File: src/sv/lcus_pkg.sv
`timescale 1ns / 1ps

package lcus_pkg;

    localparam int PID_W   = 4;
    localparam int KEY_W   = 32;
    localparam int TS_W    = 16;
    localparam int DEPTH_W = 8;

    localparam logic [DEPTH_W-1:0] DEPTH_MAX = 8'd255;
    localparam logic [PID_W-1:0]   IDLE_PID  = 4'd0;
    localparam logic [TS_W-1:0]    TS_RESET  = 16'd2;

    localparam logic [1:0] CMD_RESCHED     = 2'd0;
    localparam logic [1:0] CMD_DEFER_START = 2'd1;
    localparam logic [1:0] CMD_DEFER_STOP  = 2'd2;
    localparam logic [1:0] CMD_MAKE_READY  = 2'd3;

    // Operations the controller asks of the datapath, one per cycle.
    typedef enum logic [4:0] {
        OP_NONE,
        OP_LOAD,
        OP_READ,
        OP_EVAL,
        OP_IDLEW,
        OP_POP_READ,
        OP_POP_WRITE,
        OP_POP_END,
        OP_INS_INIT,
        OP_INS_READ,
        OP_INS_SHIFT,
        OP_INS_PLACE,
        OP_MR_EVAL,
        OP_DEFER_REC,
        OP_DSTART,
        OP_DSTOP,
        OP_DSTOP_ERR,
        OP_PUBLISH
    } dp_op_t;

    typedef struct packed {
        logic [1:0] cmd;
        logic       depth_zero;
        logic       depth_one;
        logic       pending;
        logic       elig;
        logic       switch_now;
        logic       switch_reg;
        logic       idx_at_cnt;
        logic       idx_zero;
        logic       key_gt;
        logic       mr_ok;
    } dp_stat_t;

endpackage

File: src/sv/lcus_datapath.sv
`timescale 1ns / 1ps

module lcus_datapath #(
    parameter int NUM_PROCS = 16
) (
    input  logic                       clk,
    input  logic                       rst_n,
    input  lcus_pkg::dp_op_t           op,
    output lcus_pkg::dp_stat_t         stat,
    input  logic [1:0]                 cmd,
    input  logic [lcus_pkg::KEY_W-1:0] now_ticks,
    input  logic                       current_eligible,
    input  logic [lcus_pkg::PID_W-1:0] ready_pid,
    input  logic                       cfg_valid,
    input  logic [lcus_pkg::TS_W-1:0]  cfg_data,
    output logic                       status,
    output logic                       switched,
    output logic [lcus_pkg::PID_W-1:0] old_pid,
    output logic [lcus_pkg::PID_W-1:0] new_pid,
    output logic                       was_deferred,
    output logic [lcus_pkg::TS_W-1:0]  quantum_reload
);
    import lcus_pkg::*;

    localparam int IDX_W = (NUM_PROCS > 1) ? $clog2(NUM_PROCS) : 1;
    localparam int CNT_W = $clog2(NUM_PROCS + 1);
    localparam logic [CNT_W-1:0] CNT_FULL = CNT_W'(NUM_PROCS);

    // Per-process usage store; valid bits stand in for its all-zero reset.
    logic [KEY_W-1:0] cpu_mem [NUM_PROCS];
    logic [NUM_PROCS-1:0] cpu_vld_reg;
    logic [KEY_W-1:0] cpu_rd_reg;
    logic             vld_rd_reg;

    // Sorted ready list.
    logic [KEY_W-1:0] lkey_mem [NUM_PROCS];
    logic [PID_W-1:0] lpid_mem [NUM_PROCS];
    logic [KEY_W-1:0] lkey_rd_reg;
    logic [PID_W-1:0] lpid_rd_reg;

    logic [CNT_W-1:0]   cnt_reg;
    logic [CNT_W-1:0]   idx_reg;
    logic [PID_W-1:0]   cur_reg;
    logic [KEY_W-1:0]   stamp_reg;
    logic [DEPTH_W-1:0] depth_reg;
    logic               pending_reg;
    logic [TS_W-1:0]    slice_reg;
    logic               sw_reg;

    logic [1:0]       cmd_reg;
    logic [KEY_W-1:0] now_reg;
    logic             elig_reg;
    logic [PID_W-1:0] rpid_reg;
    logic [KEY_W-1:0] elapsed_reg;
    logic [KEY_W-1:0] charged_reg;
    logic [KEY_W-1:0] ins_key_reg;
    logic [PID_W-1:0] ins_pid_reg;

    logic             res_status_reg;
    logic             res_sw_reg;
    logic [PID_W-1:0] res_old_reg;
    logic [PID_W-1:0] res_new_reg;
    logic             res_def_reg;
    logic [TS_W-1:0]  res_qr_reg;

    logic [KEY_W-1:0] used;
    logic [KEY_W-1:0] charged;
    logic             switch_now;
    logic [IDX_W-1:0] cpu_rd_addr;
    logic [IDX_W-1:0] list_rd_addr;
    logic [IDX_W-1:0] list_wr_addr;
    logic             list_we;
    logic [KEY_W-1:0] list_wr_key;
    logic [PID_W-1:0] list_wr_pid;
    logic             cpu_we;
    logic [IDX_W-1:0] cpu_wr_addr;
    logic [KEY_W-1:0] cpu_wr_data;
    logic [CNT_W-1:0] idx_dec;

    assign used       = vld_rd_reg ? cpu_rd_reg : '0;
    assign charged    = used + elapsed_reg;
    assign switch_now = (cnt_reg != '0) && !(elig_reg && (used < lkey_rd_reg));
    assign idx_dec    = idx_reg - CNT_W'(1);

    assign stat.cmd        = cmd_reg;
    assign stat.depth_zero = (depth_reg == '0);
    assign stat.depth_one  = (depth_reg == DEPTH_W'(1));
    assign stat.pending    = pending_reg;
    assign stat.elig       = elig_reg;
    assign stat.switch_now = switch_now;
    assign stat.switch_reg = sw_reg;
    assign stat.idx_at_cnt = (idx_reg == cnt_reg);
    assign stat.idx_zero   = (idx_reg == '0);
    assign stat.key_gt     = (lkey_rd_reg > ins_key_reg);
    assign stat.mr_ok      = (32'(rpid_reg) < NUM_PROCS) && (cnt_reg != CNT_FULL);

    always_comb
    begin
        cpu_rd_addr  = (cmd_reg == CMD_MAKE_READY) ? IDX_W'(rpid_reg) : IDX_W'(cur_reg);
        list_rd_addr = '0;
        if (op == OP_POP_READ)
            list_rd_addr = idx_reg[IDX_W-1:0];
        else if (op == OP_INS_READ)
            list_rd_addr = idx_dec[IDX_W-1:0];

        list_we      = 1'b0;
        list_wr_addr = idx_reg[IDX_W-1:0];
        list_wr_key  = lkey_rd_reg;
        list_wr_pid  = lpid_rd_reg;
        case (op)
            OP_POP_WRITE:
            begin
                list_we      = 1'b1;
                list_wr_addr = idx_dec[IDX_W-1:0];
            end
            OP_INS_SHIFT:
                list_we = 1'b1;
            OP_INS_PLACE:
            begin
                list_we     = 1'b1;
                list_wr_key = ins_key_reg;
                list_wr_pid = ins_pid_reg;
            end
            default:
                list_we = 1'b0;
        endcase

        cpu_we      = 1'b0;
        cpu_wr_addr = IDX_W'(cur_reg);
        cpu_wr_data = charged;
        if (op == OP_EVAL)
            cpu_we = 1'b1;
        else if (op == OP_IDLEW)
        begin
            cpu_we      = 1'b1;
            cpu_wr_addr = IDX_W'(IDLE_PID);
            cpu_wr_data = charged_reg + KEY_W'(1);
        end
    end

    always_ff @(posedge clk)
    begin
        if (cpu_we)
            cpu_mem[cpu_wr_addr] <= cpu_wr_data;
        if (op == OP_READ)
            cpu_rd_reg <= cpu_mem[cpu_rd_addr];
    end

    always_ff @(posedge clk)
    begin
        if (list_we)
        begin
            lkey_mem[list_wr_addr] <= list_wr_key;
            lpid_mem[list_wr_addr] <= list_wr_pid;
        end
        if (op == OP_READ || op == OP_POP_READ || op == OP_INS_READ)
        begin
            lkey_rd_reg <= lkey_mem[list_rd_addr];
            lpid_rd_reg <= lpid_mem[list_rd_addr];
        end
    end

    always_ff @(posedge clk or negedge rst_n)
    begin
        if (!rst_n)
        begin
            cpu_vld_reg <= '0;
            vld_rd_reg  <= 1'b0;
            cnt_reg     <= '0;
            idx_reg     <= '0;
            cur_reg     <= IDLE_PID;
            stamp_reg   <= '0;
            depth_reg   <= '0;
            pending_reg <= 1'b0;
            slice_reg   <= TS_RESET;
            sw_reg      <= 1'b0;
        end
        else
        begin
            if (cfg_valid)
                slice_reg <= cfg_data;
            if (cpu_we)
                cpu_vld_reg[cpu_wr_addr] <= 1'b1;
            case (op)
                OP_READ:
                    vld_rd_reg <= cpu_vld_reg[cpu_rd_addr];
                OP_EVAL:
                begin
                    stamp_reg <= now_reg;
                    sw_reg    <= switch_now;
                    if (switch_now)
                        cur_reg <= lpid_rd_reg;
                end
                OP_IDLEW:
                    idx_reg <= CNT_W'(1);
                OP_POP_WRITE:
                    idx_reg <= idx_reg + CNT_W'(1);
                OP_POP_END:
                    cnt_reg <= cnt_reg - CNT_W'(1);
                OP_INS_INIT:
                    idx_reg <= cnt_reg;
                OP_INS_SHIFT:
                    idx_reg <= idx_dec;
                OP_INS_PLACE:
                    cnt_reg <= cnt_reg + CNT_W'(1);
                OP_DEFER_REC:
                    pending_reg <= 1'b1;
                OP_DSTART:
                begin
                    if (depth_reg == '0)
                        pending_reg <= 1'b0;
                    if (depth_reg != DEPTH_MAX)
                        depth_reg <= depth_reg + DEPTH_W'(1);
                end
                OP_DSTOP:
                    depth_reg <= depth_reg - DEPTH_W'(1);
                default:
                    sw_reg <= sw_reg;
            endcase
        end
    end

    // Item capture, working values and the result being built.
    always_ff @(posedge clk)
    begin
        case (op)
            OP_LOAD:
            begin
                cmd_reg        <= cmd;
                now_reg        <= now_ticks;
                elig_reg       <= current_eligible;
                rpid_reg       <= ready_pid;
                res_status_reg <= 1'b0;
                res_sw_reg     <= 1'b0;
                res_old_reg    <= cur_reg;
                res_new_reg    <= cur_reg;
                res_def_reg    <= 1'b0;
                res_qr_reg     <= '0;
            end
            OP_READ:
                elapsed_reg <= now_reg - stamp_reg;
            OP_EVAL:
            begin
                charged_reg <= charged;
                ins_key_reg <= charged;
                ins_pid_reg <= cur_reg;
                if (switch_now)
                begin
                    res_sw_reg  <= 1'b1;
                    res_new_reg <= lpid_rd_reg;
                    res_qr_reg  <= slice_reg;
                end
                if (cnt_reg == '0 && !elig_reg && cmd_reg == CMD_RESCHED)
                    res_status_reg <= 1'b1;
            end
            OP_MR_EVAL:
            begin
                ins_key_reg <= used;
                ins_pid_reg <= rpid_reg;
                if (!stat.mr_ok)
                    res_status_reg <= 1'b1;
            end
            OP_DEFER_REC:
                res_def_reg <= 1'b1;
            OP_DSTOP_ERR:
                res_status_reg <= 1'b1;
            OP_PUBLISH:
            begin
                status         <= res_status_reg;
                switched       <= res_sw_reg;
                old_pid        <= res_old_reg;
                new_pid        <= res_new_reg;
                was_deferred   <= res_def_reg;
                quantum_reload <= res_qr_reg;
            end
            default:
                cmd_reg <= cmd_reg;
        endcase
    end

endmodule

File: src/sv/lcus_controller.sv
`timescale 1ns / 1ps

module lcus_controller (
    input  logic               clk,
    input  logic               rst_n,
    input  logic               in_valid,
    output logic               in_ready,
    output logic               out_valid,
    input  logic               out_ready,
    input  lcus_pkg::dp_stat_t stat,
    output lcus_pkg::dp_op_t   op
);
    import lcus_pkg::*;

    typedef enum logic [3:0] {
        ST_IDLE,
        ST_DISPATCH,
        ST_RS_READ,
        ST_RS_EVAL,
        ST_RS_IDLEW,
        ST_POP_CHK,
        ST_POP_WR,
        ST_INS_INIT,
        ST_INS_CHK,
        ST_INS_CMP,
        ST_MR_EVAL,
        ST_FINISH
    } state_t;

    state_t state_reg, state_next;
    logic   out_valid_reg, out_valid_next;

    assign in_ready  = (state_reg == ST_IDLE);
    assign out_valid = out_valid_reg;

    always_comb
    begin
        state_next     = state_reg;
        op             = OP_NONE;
        out_valid_next = out_valid_reg & ~out_ready;
        case (state_reg)
            ST_IDLE:
                if (in_valid)
                begin
                    op         = OP_LOAD;
                    state_next = ST_DISPATCH;
                end
            ST_DISPATCH:
                case (stat.cmd)
                    CMD_RESCHED:
                        if (!stat.depth_zero)
                        begin
                            op         = OP_DEFER_REC;
                            state_next = ST_FINISH;
                        end
                        else
                        begin
                            op         = OP_READ;
                            state_next = ST_RS_EVAL;
                        end
                    CMD_DEFER_START:
                    begin
                        op         = OP_DSTART;
                        state_next = ST_FINISH;
                    end
                    CMD_DEFER_STOP:
                        if (stat.depth_zero)
                        begin
                            op         = OP_DSTOP_ERR;
                            state_next = ST_FINISH;
                        end
                        else
                        begin
                            op         = OP_DSTOP;
                            state_next = (stat.depth_one && stat.pending) ? ST_RS_READ
                                                                           : ST_FINISH;
                        end
                    default:
                    begin
                        op         = OP_READ;
                        state_next = ST_MR_EVAL;
                    end
                endcase
            ST_RS_READ:
            begin
                op         = OP_READ;
                state_next = ST_RS_EVAL;
            end
            ST_RS_EVAL:
            begin
                op         = OP_EVAL;
                state_next = ST_RS_IDLEW;
            end
            ST_RS_IDLEW:
            begin
                op         = OP_IDLEW;
                state_next = stat.switch_reg ? ST_POP_CHK : ST_FINISH;
            end
            ST_POP_CHK:
                if (stat.idx_at_cnt)
                begin
                    op         = OP_POP_END;
                    state_next = stat.elig ? ST_INS_INIT : ST_FINISH;
                end
                else
                begin
                    op         = OP_POP_READ;
                    state_next = ST_POP_WR;
                end
            ST_POP_WR:
            begin
                op         = OP_POP_WRITE;
                state_next = ST_POP_CHK;
            end
            ST_INS_INIT:
            begin
                op         = OP_INS_INIT;
                state_next = ST_INS_CHK;
            end
            ST_INS_CHK:
                if (stat.idx_zero)
                begin
                    op         = OP_INS_PLACE;
                    state_next = ST_FINISH;
                end
                else
                begin
                    op         = OP_INS_READ;
                    state_next = ST_INS_CMP;
                end
            ST_INS_CMP:
                if (stat.key_gt)
                begin
                    op         = OP_INS_SHIFT;
                    state_next = ST_INS_CHK;
                end
                else
                begin
                    op         = OP_INS_PLACE;
                    state_next = ST_FINISH;
                end
            ST_MR_EVAL:
            begin
                op         = OP_MR_EVAL;
                state_next = stat.mr_ok ? ST_INS_INIT : ST_FINISH;
            end
            ST_FINISH:
                if (!out_valid_reg || out_ready)
                begin
                    op             = OP_PUBLISH;
                    out_valid_next = 1'b1;
                    state_next     = ST_IDLE;
                end
            default:
                state_next = ST_IDLE;
        endcase
    end

    always_ff @(posedge clk or negedge rst_n)
    begin
        if (!rst_n)
        begin
            state_reg     <= ST_IDLE;
            out_valid_reg <= 1'b0;
        end
        else
        begin
            state_reg     <= state_next;
            out_valid_reg <= out_valid_next;
        end
    end

endmodule

File: src/sv/least_cpu_used_scheduler_core.sv
`timescale 1ns / 1ps

// Channel   Direction  Handshake              Contents
// in        input      in_valid / in_ready    cmd, now_ticks, current_eligible, ready_pid
// out       output     out_valid / out_ready  status, switched, old_pid, new_pid,
//                                             was_deferred, quantum_reload
// cfg       input      cfg_valid / cfg_ready  cfg_data (time slice)
//
// One item is worked at a time. A switch shifts each remaining ready-list entry
// towards the head, and reinsertion steps back over the entries whose key is
// larger. The single-port ready-list memory is walked one entry per read and
// write pair.
// Reset is asynchronous and active low; no clearing pass is needed, since
// per-process usage is covered by valid bits.
// The finished result sits in an output register, so a new item is taken while
// it waits; the following result stalls only when the register is still full.

module least_cpu_used_scheduler_core #(
    parameter int NUM_PROCS = 16
) (
    input  logic                       clk,
    input  logic                       rst_n,
    input  logic                       in_valid,
    output logic                       in_ready,
    input  logic [1:0]                 cmd,
    input  logic [lcus_pkg::KEY_W-1:0] now_ticks,
    input  logic                       current_eligible,
    input  logic [lcus_pkg::PID_W-1:0] ready_pid,
    output logic                       out_valid,
    input  logic                       out_ready,
    output logic                       status,
    output logic                       switched,
    output logic [lcus_pkg::PID_W-1:0] old_pid,
    output logic [lcus_pkg::PID_W-1:0] new_pid,
    output logic                       was_deferred,
    output logic [lcus_pkg::TS_W-1:0]  quantum_reload,
    input  logic                       cfg_valid,
    output logic                       cfg_ready,
    input  logic [lcus_pkg::TS_W-1:0]  cfg_data
);
    import lcus_pkg::*;

    dp_op_t   op;
    dp_stat_t stat;

    // The time slice register can take a write in any cycle.
    assign cfg_ready = 1'b1;

    // The controller sequences each command; the datapath holds the scheduler state.
    lcus_controller u_ctrl (
        .clk       (clk),
        .rst_n     (rst_n),
        .in_valid  (in_valid),
        .in_ready  (in_ready),
        .out_valid (out_valid),
        .out_ready (out_ready),
        .stat      (stat),
        .op        (op)
    );

    lcus_datapath #(
        .NUM_PROCS (NUM_PROCS)
    ) u_dp (
        .clk              (clk),
        .rst_n            (rst_n),
        .op               (op),
        .stat             (stat),
        .cmd              (cmd),
        .now_ticks        (now_ticks),
        .current_eligible (current_eligible),
        .ready_pid        (ready_pid),
        .cfg_valid        (cfg_valid),
        .cfg_data         (cfg_data),
        .status           (status),
        .switched         (switched),
        .old_pid          (old_pid),
        .new_pid          (new_pid),
        .was_deferred     (was_deferred),
        .quantum_reload   (quantum_reload)
    );

endmodule

File: config.mk
export PLATFORM = sky130hd
export DESIGN_NAME = least_cpu_used_scheduler_core
export DESIGN_NICKNAME = d
export VERILOG_FILES = /design/src/sv/lcus_pkg.sv /design/src/sv/lcus_datapath.sv /design/src/sv/lcus_controller.sv /design/src/sv/least_cpu_used_scheduler_core.sv
export SDC_FILE = /design/constraint.sdc
export NUM_CORES = 2
export LEC_CHECK = 0
export BUFFER_PORTS_ARGS = -buffer_cell sky130_fd_sc_hd__buf_2
export CORE_ASPECT_RATIO = 1.1
export CORE_MARGIN = 2
export CORE_UTILIZATION = 30
export CTS_CLUSTER_SIZE = 40
export DETAILED_ROUTE_END_ITERATION = 7
export SYNTH_ARGS = -nofsm -noshare
export SYNTH_HDL_FRONTEND = slang
export SYNTH_SLANG_ARGS = --single-unit
File: constraint.sdc
create_clock -name clk -period 10.7 [get_ports clk]
set_input_delay 1.07 -clock clk [delete_from_list [all_inputs] [get_ports clk]]
set_output_delay 1.07 -clock clk [all_outputs]
set_load 0.01 [all_outputs]
# Word level (Yosys, flattened, before mapping)
# Memories as Yosys holds them, arrays and structs flattened. A register that Yosys moved wholly into a read port is not among the register bits.
# Cells that the tools add are included.
[classes]
add_sub_neg = 9
n_lt_le_gt_ge = 5
eq_ne = 42
n_mux = 64
bitwise = 3
reduce_logical = 33
[op_table]
columns = ["op", "count"]
rows = [
  ["2-to-1 mux 32 bit", 4],
  ["2-to-1 mux 4 bit", 18],
  ["one-hot mux 32 bit (2 select lines)", 1],
  ["one-hot mux 5 bit (12 select lines)", 1],
  ["one-hot mux 4 bit (12 select lines)", 1],
  ["equality test 5 x 4 -> 1 bit, second input constant", 8],
  ["adder 32 x 1 -> 32 bit, second input constant", 1],
  ["adder 32 bit", 1],
  ["greater-than comparator 32 bit", 1],
  ["< comparator 32 bit", 1],
  ["one-hot mux 16 bit (2 select lines)", 1],
  ["subtractor 32 bit", 1],
  ["equality test 5 x 3 -> 1 bit, second input constant", 4],
  ["one-hot mux 5 bit (4 select lines)", 1],
  ["2-to-1 mux 1 bit", 17],
  ["equality test 4 x 3 -> 1 bit, second input constant", 4],
  ["equality test 4 bit, second input constant", 4],
  ["2-to-1 mux 16 bit", 1],
  ["bitwise OR 16 bit", 1],
  ["one-hot mux 4 bit (2 select lines)", 2],
  ["one-hot mux 8 bit (2 select lines)", 1],
  ["one-hot mux 5 bit (3 select lines)", 1],
  ["one-hot mux 4 bit (3 select lines)", 1],
  ["nonzero test 2 bit", 6],
  ["41 further kinds", 74],
]
[totals]
regBits = 287
ramBits = 1088
inputBits = 60
wordCells = 191
memories = 3
[memory_table]
columns = ["memory", "words", "word_bits", "rd", "rd_ports_with_merged_regs", "wr", "line_no", "source"]
rows = [
  ["u_dp.cpu_mem", 16, 32, 1, 1, 1, "lcus_datapath.sv:30", "logic [KEY_W-1:0] cpu_mem [NUM_PROCS];"],
  ["u_dp.lkey_mem", 16, 32, 1, 1, 1, "lcus_datapath.sv:36", "logic [KEY_W-1:0] lkey_mem [NUM_PROCS];"],
  ["u_dp.lpid_mem", 16, 4, 1, 1, 1, "lcus_datapath.sv:37", "logic [PID_W-1:0] lpid_mem [NUM_PROCS];"],
]

# Depth between registers and ports, before layout
[depth]
word_depth = 12
ltp_mapped = 18
mapped_depth_nobuf = 16

# By module
# A second synthesis with hierarchy kept.
[unflattened]
hier_cells = 4357
hier_area_um2 = 62287.2
[modules_own_cells]
columns = ["mod", "n_inst", "cells_per_inst", "area_per_inst_um2", "seq_area_each_um2"]
rows = [
  ["lcus_datapath", 1, 4271, 61664.1, 42737.2],
  ["lcus_controller", 1, 84, 611.8, 125.1],
  ["least_cpu_used_scheduler_core", 1, 2, 11.3, 0.0],
]

# Worst setup path after synthesis
# OpenSTA, ideal clock, no wires.
[synth_path]
path_type = "input -> register"
from = "input out_ready"
to = "register u_dp.lkey_rd_reg[0], read port of u_dp.lkey_mem, enable pin"
setup_ns = 0.392
arrival_ns = 7.407
required_ns = 10.308
slack_ns = 2.901
cell_stages = 7
cell_sequence = "nor2b_1 > a21o_1 > a21oi_1 > a211oi_1 > o21ai_1 > nor3_1 > a21o_1"
[synth_via]
elab_chain_len = 6
elab_cells_between_ends = 10
classes_between = "eq/ne: 3; mux: 4; reduce/logical: 3"
[synth_rtl]
columns = ["element", "line_no", "source"]
rows = [
  ["start, declared", "least_cpu_used_scheduler_core.sv:30", "input logic out_ready,"],
  ["logical OR 1 bit *", "lcus_controller.sv:148", "if (!out_valid_reg || out_ready)"],
  ["2-to-1 mux 5 bit *", "lcus_controller.sv:148", ""],
  ["one-hot mux 5 bit (12 select lines) *", "lcus_controller.sv:41", "case (state_reg)"],
  ["equality test 5 x 4 -> 1 bit, or another cell as far along", "lcus_datapath.sv:103, lcus_datapath.sv:156", ""],
  ["2-to-1 mux 4 bit / logical OR 1 bit (equally long branches)", "lcus_datapath.sv:103, lcus_datapath.sv:156", ""],
  ["2-to-1 mux 4 bit / logical OR 1 bit (equally long branches)", "lcus_datapath.sv:101, lcus_datapath.sv:156", ""],
  ["end, declared", "lcus_datapath.sv:38", "logic [KEY_W-1:0] lkey_rd_reg;"],
]
# Every way passes the cells marked *; elsewhere a longest branch is shown, timed or not.
# A chain may end at the register's enable or synchronous reset.

# Final worst setup path
[layout_path]
from = "register u_dp.lkey_rd_reg[26], read port of u_dp.lkey_mem"
to = "register u_dp.lkey_rd_reg[5], read port of u_dp.lkey_mem, data pin"
[layout_via]
elab_chain_len = 6
elab_cells_between_ends = 10
classes_between = "order compare: 1; eq/ne: 3; mux: 4; reduce/logical: 2"
[layout_rtl]
columns = ["element", "line_no", "source"]
rows = [
  ["greater-than comparator 32 bit *", "lcus_datapath.sv:94", "assign stat.key_gt = (lkey_rd_reg > ins_key_reg);"],
  ["2-to-1 mux 1 bit *", "lcus_controller.sv:132", "if (stat.key_gt)"],
  ["one-hot mux 5 bit (12 select lines) *", "lcus_controller.sv:41", ""],
  ["equality test 5 x 4 -> 1 bit, or another cell as far along", "lcus_datapath.sv:103, lcus_datapath.sv:156", ""],
  ["2-to-1 mux 4 bit / logical OR 1 bit (equally long branches)", "lcus_datapath.sv:103, lcus_datapath.sv:156", ""],
  ["2-to-1 mux 4 bit / logical OR 1 bit (equally long branches)", "lcus_datapath.sv:101, lcus_datapath.sv:156", ""],
]
# Marks and branches as above.

==> flow_summary.json <==
{
  "run_status": "completed",
  "coreArea_um2": 204000,
  "totalPowerFinal_w": 0.0217,
  "cts_hold_repair.buffers": 0,
  "worstPathCellList": "ha_1 > nand4_1 > nor4_1 > and4_1 > a21oi_1 > o21ai_1 > nand3_4 > nor2_4 > buf_4 > a32oi_1 > a31o_1",
  "mappedNetlistArea_um2": 61400,
  "area_delta_synth_final_pct": 14.7,
  "achievable-frequency_mhz": 172,
  "timing.critical_path.required_ns": 11.26,
  "grt_max_degree": 179,
  "cp_slowest_stage_delay_ns": 0.99,
  "period_needed_ns": 5.81,
  "worst_slack_after_detailed_placement_ns": 4.86,
  "power.static_leakage_nw": 23.6,
  "finalNetCount": 4449,
  "wirelength_um": 157000,
  "maxCapViolations": 0,
  "synth_seq_cells": 1443,
  "post-route-period-util_pct": 54.3,
  "top_cell_family_by_delay_on_the_critical_path": "simple AND/OR/NAND/NOR gates",
  "clk_pin_slew_ns": 0.06,
  "finalSetupViolCount": 0,
  "cts_tree": "built",
  "grt_setup_unrepaired": "false",
  "most_common_library_cell_in_the_layout_ignoring_fill_and_taps": "edfxtp_1",
  "critical_path.slowest_cell": "nor2_4",
  "fraction_of_registers_with_async_set_or_reset_after_synthesis_pct": 6.51,
  "global_route.overflow_total": 0,
  "crit_path_max_fanout": 73,
  "number_of_pins_with_negative_max_slew_slack_in_the_final_report": 0,
  "timing.clock.skew_ns": 0.0562,
  "smallest_hold_slack_ns": 0.343,
  "insertion_delay_ns": 0.80,
  "antenna_found_initial": 13,
  "detailedRoute.firstPassIterationCount": 6,
  "h-tree-depth": 4,
  "start_util_pct": 30.1,
  "cp-end-kind": "flop",
  "ir_drop_uv": 239,
  "fin_tns_setup_ns": 0,
  "arrival_ns": 6.37,
  "max_slew_headroom_pct": 11.3,
  "final_hold_viol_count": 0,
  "most_frequently_used_flop_master_after_synthesis": "edfxtp_1",
  "die_ar_um2": 208000,
  "tightest_slew_ns": 1.29,
  "drt_iter0_markers": 3423,
  "die_extent_in_x_um": 436,
  "netlist_instances": 4094,
  "vias_in_the_first_global_route": 35654,
  "biggest_registers_after_layout": "u_dp.cpu_mem (512), u_dp.lkey_mem (512), u_dp.lpid_mem (64)",
  "mappedNetlistNets": 4293,
  "post-cts-setup-buffer-count": 0,
  "stdcell_area_um2": 70500,
  "critical_path_buf_inv_count": 1,
  "cts_buffer_depth": 3,
  "yosysWarningCount": 0,
  "hold_removal_path_class": "in2async",
  "buffer_ports.inserted": 88,
  "design.portCount": 90,
  "average_wire_per_standard_cell_um": 22.2,
  "synth.yosys.seq_area_share_pct": 69.8,
  "grt_pass1_wl_um": 232000,
  "cts_buffers": 143,
  "syn_area_per_cell_um2": 15.0,
  "ant_nets": 0,
  "timing.critical_path.from_type": "flop",
  "clock_sink_count": 1443,
  "place_area_um2": 65800,
  "placement_rows": 174,
  "gp_routability_congestion": 0.883,
  "final.setup.worst_slack_ns": 4.89,
  "synth_edf_count": 1349,
  "remaining_drc_errors": 0,
  "ctsRootBufferMaster": "clkbuf_16",
  "worst-setup-path-type": "reg2reg",
  "fillers": 19440,
  "synth_cell_type_count": 81,
  "post_cts_resized": 0,
  "drt-vias-per-instance": 5.04,
  "cellPowerDensity_nw_per_um2": 308,
  "via_count": 35768,
  "drive_gt1_share_pct": 17.0,
  "dpl.hpwl_um": 90400,
  "grtUsageTotal_pct": 14.8,
  "dieHeight_um": 479,
  "most_used_cells_in_the_layout_excluding_fill_and_tap_cells": "edfxtp_1, nand2_1, o21ai_0"
}
==> cells in the mapped netlist (18+ instances only) <==
library cell / count / area [um^2]
dfrtp_1: 93 / 2330
and2_1: 150 / 938
xor2_1: 40 / 350
xnor2_1: 63 / 552
buf_2: 36 / 180
mux2i_1: 50 / 500
nand2b_1: 18 / 113
ha_1: 136 / 1700
a31o_1: 36 / 315
nand4_1: 25 / 156
a21oi_1: 83 / 415
a211oi_1: 46 / 345
nand3_1: 77 / 385
edfxtp_1: 1349 / 40500
a31oi_1: 74 / 463
o21ai_0: 228 / 1140
mux4_2: 132 / 2970
nor3_1: 24 / 120
a21o_1: 43 / 323
nor2_1: 121 / 454
inv_1: 139 / 522
a221oi_1: 76 / 666
clkbuf_1: 154 / 578
or2_2: 22 / 138
o22ai_1: 40 / 250
nand2_1: 499 / 1870
a32oi_1: 35 / 307
mux2_2: 116 / 1310
==> final timing paths <==
path                                      start                   to  slack, ns  cells after the start
setup reg to reg           u_dp.lkey_rd_reg[26]  u_dp.lkey_rd_reg[5]       4.89                     11
setup / recovery           u_dp.lkey_rd_reg[26]  u_dp.lkey_rd_reg[5]       4.89                     11
min in group clk            u_dp.res_old_reg[2]      u_dp.old_pid[2]       0.40                      0
hold reg to reg             u_dp.res_old_reg[2]      u_dp.old_pid[2]       0.40                      0
max in group asynchronous                 rst_n    u_dp.slice_reg[0]       9.11                      2
hold / removal                            rst_n   u_dp.stamp_reg[10]       0.34                      1
==> where the power goes <==
group          internal (W)  total, W  leakage [nW]  switching (W)
combinational       0.00259   0.00763          8.04        0.00504
sequential          0.00856   0.00910          13.4       0.000532
clock               0.00280   0.00501          2.24        0.00221
total                0.0140    0.0217          23.6        0.00778
==> final cells by class <==
| class | count | area [um^2] | area share [%] |
|---|---|---|---|
| Antenna cell | 3 | 7.51 | 0.0107 |
| Clock buffer | 178 | 3770 | 5.35 |
| Clock inverter | 85 | 870 | 1.23 |
| Inverter | 139 | 524 | 0.744 |
| Multi-Input combinational cell | 2312 | 17600 | 25.0 |
| Sequential cell | 1443 | 42900 | 60.8 |
| Tap cell | 2728 | 3410 | 4.84 |
| Timing Repair Buffer | 211 | 1400 | 1.99 |
==> through the flow <==
| stage | util [%] | instances |
|---|---|---|
| 3_5_place_dp | 32.3 | 6833 |
| 3_3_place_gp | 32.3 | 6833 |
| 4_1_cts | 34.5 | 7096 |
| 2_1_floorplan | - | 4094 |
| 5_1_grt | 34.5 | 7097 |
| 6_report | 34.6 | 7099 |
==> cells by family after synthesis <==
kind of cell | Yosys count | share of synthesized area [%]
AO/OA/AOI/OAI | 754 | 8.14
XOR/XNOR | 103 | 1.47
adder cells (fa/ha/maj) | 139 | 2.87
buffers and inverters | 339 | 2.20
flip-flops | 1443 | 69.8
multiplexers | 298 | 7.78
other | 1 | 0.00610
AND/OR/NAND/NOR | 1017 | 7.79
==> routing by layer <==
metal,global-route usage [%],vias to the layer above,wire length (um)
met3,2.06,282,8300
met1,18.3,18345,63100
li1,-,16042,-
met2,25.8,1099,79600
met5,0,-,0
met4,6.38,0,6300
No activity file was read; power rests on OpenSTA's default activity.
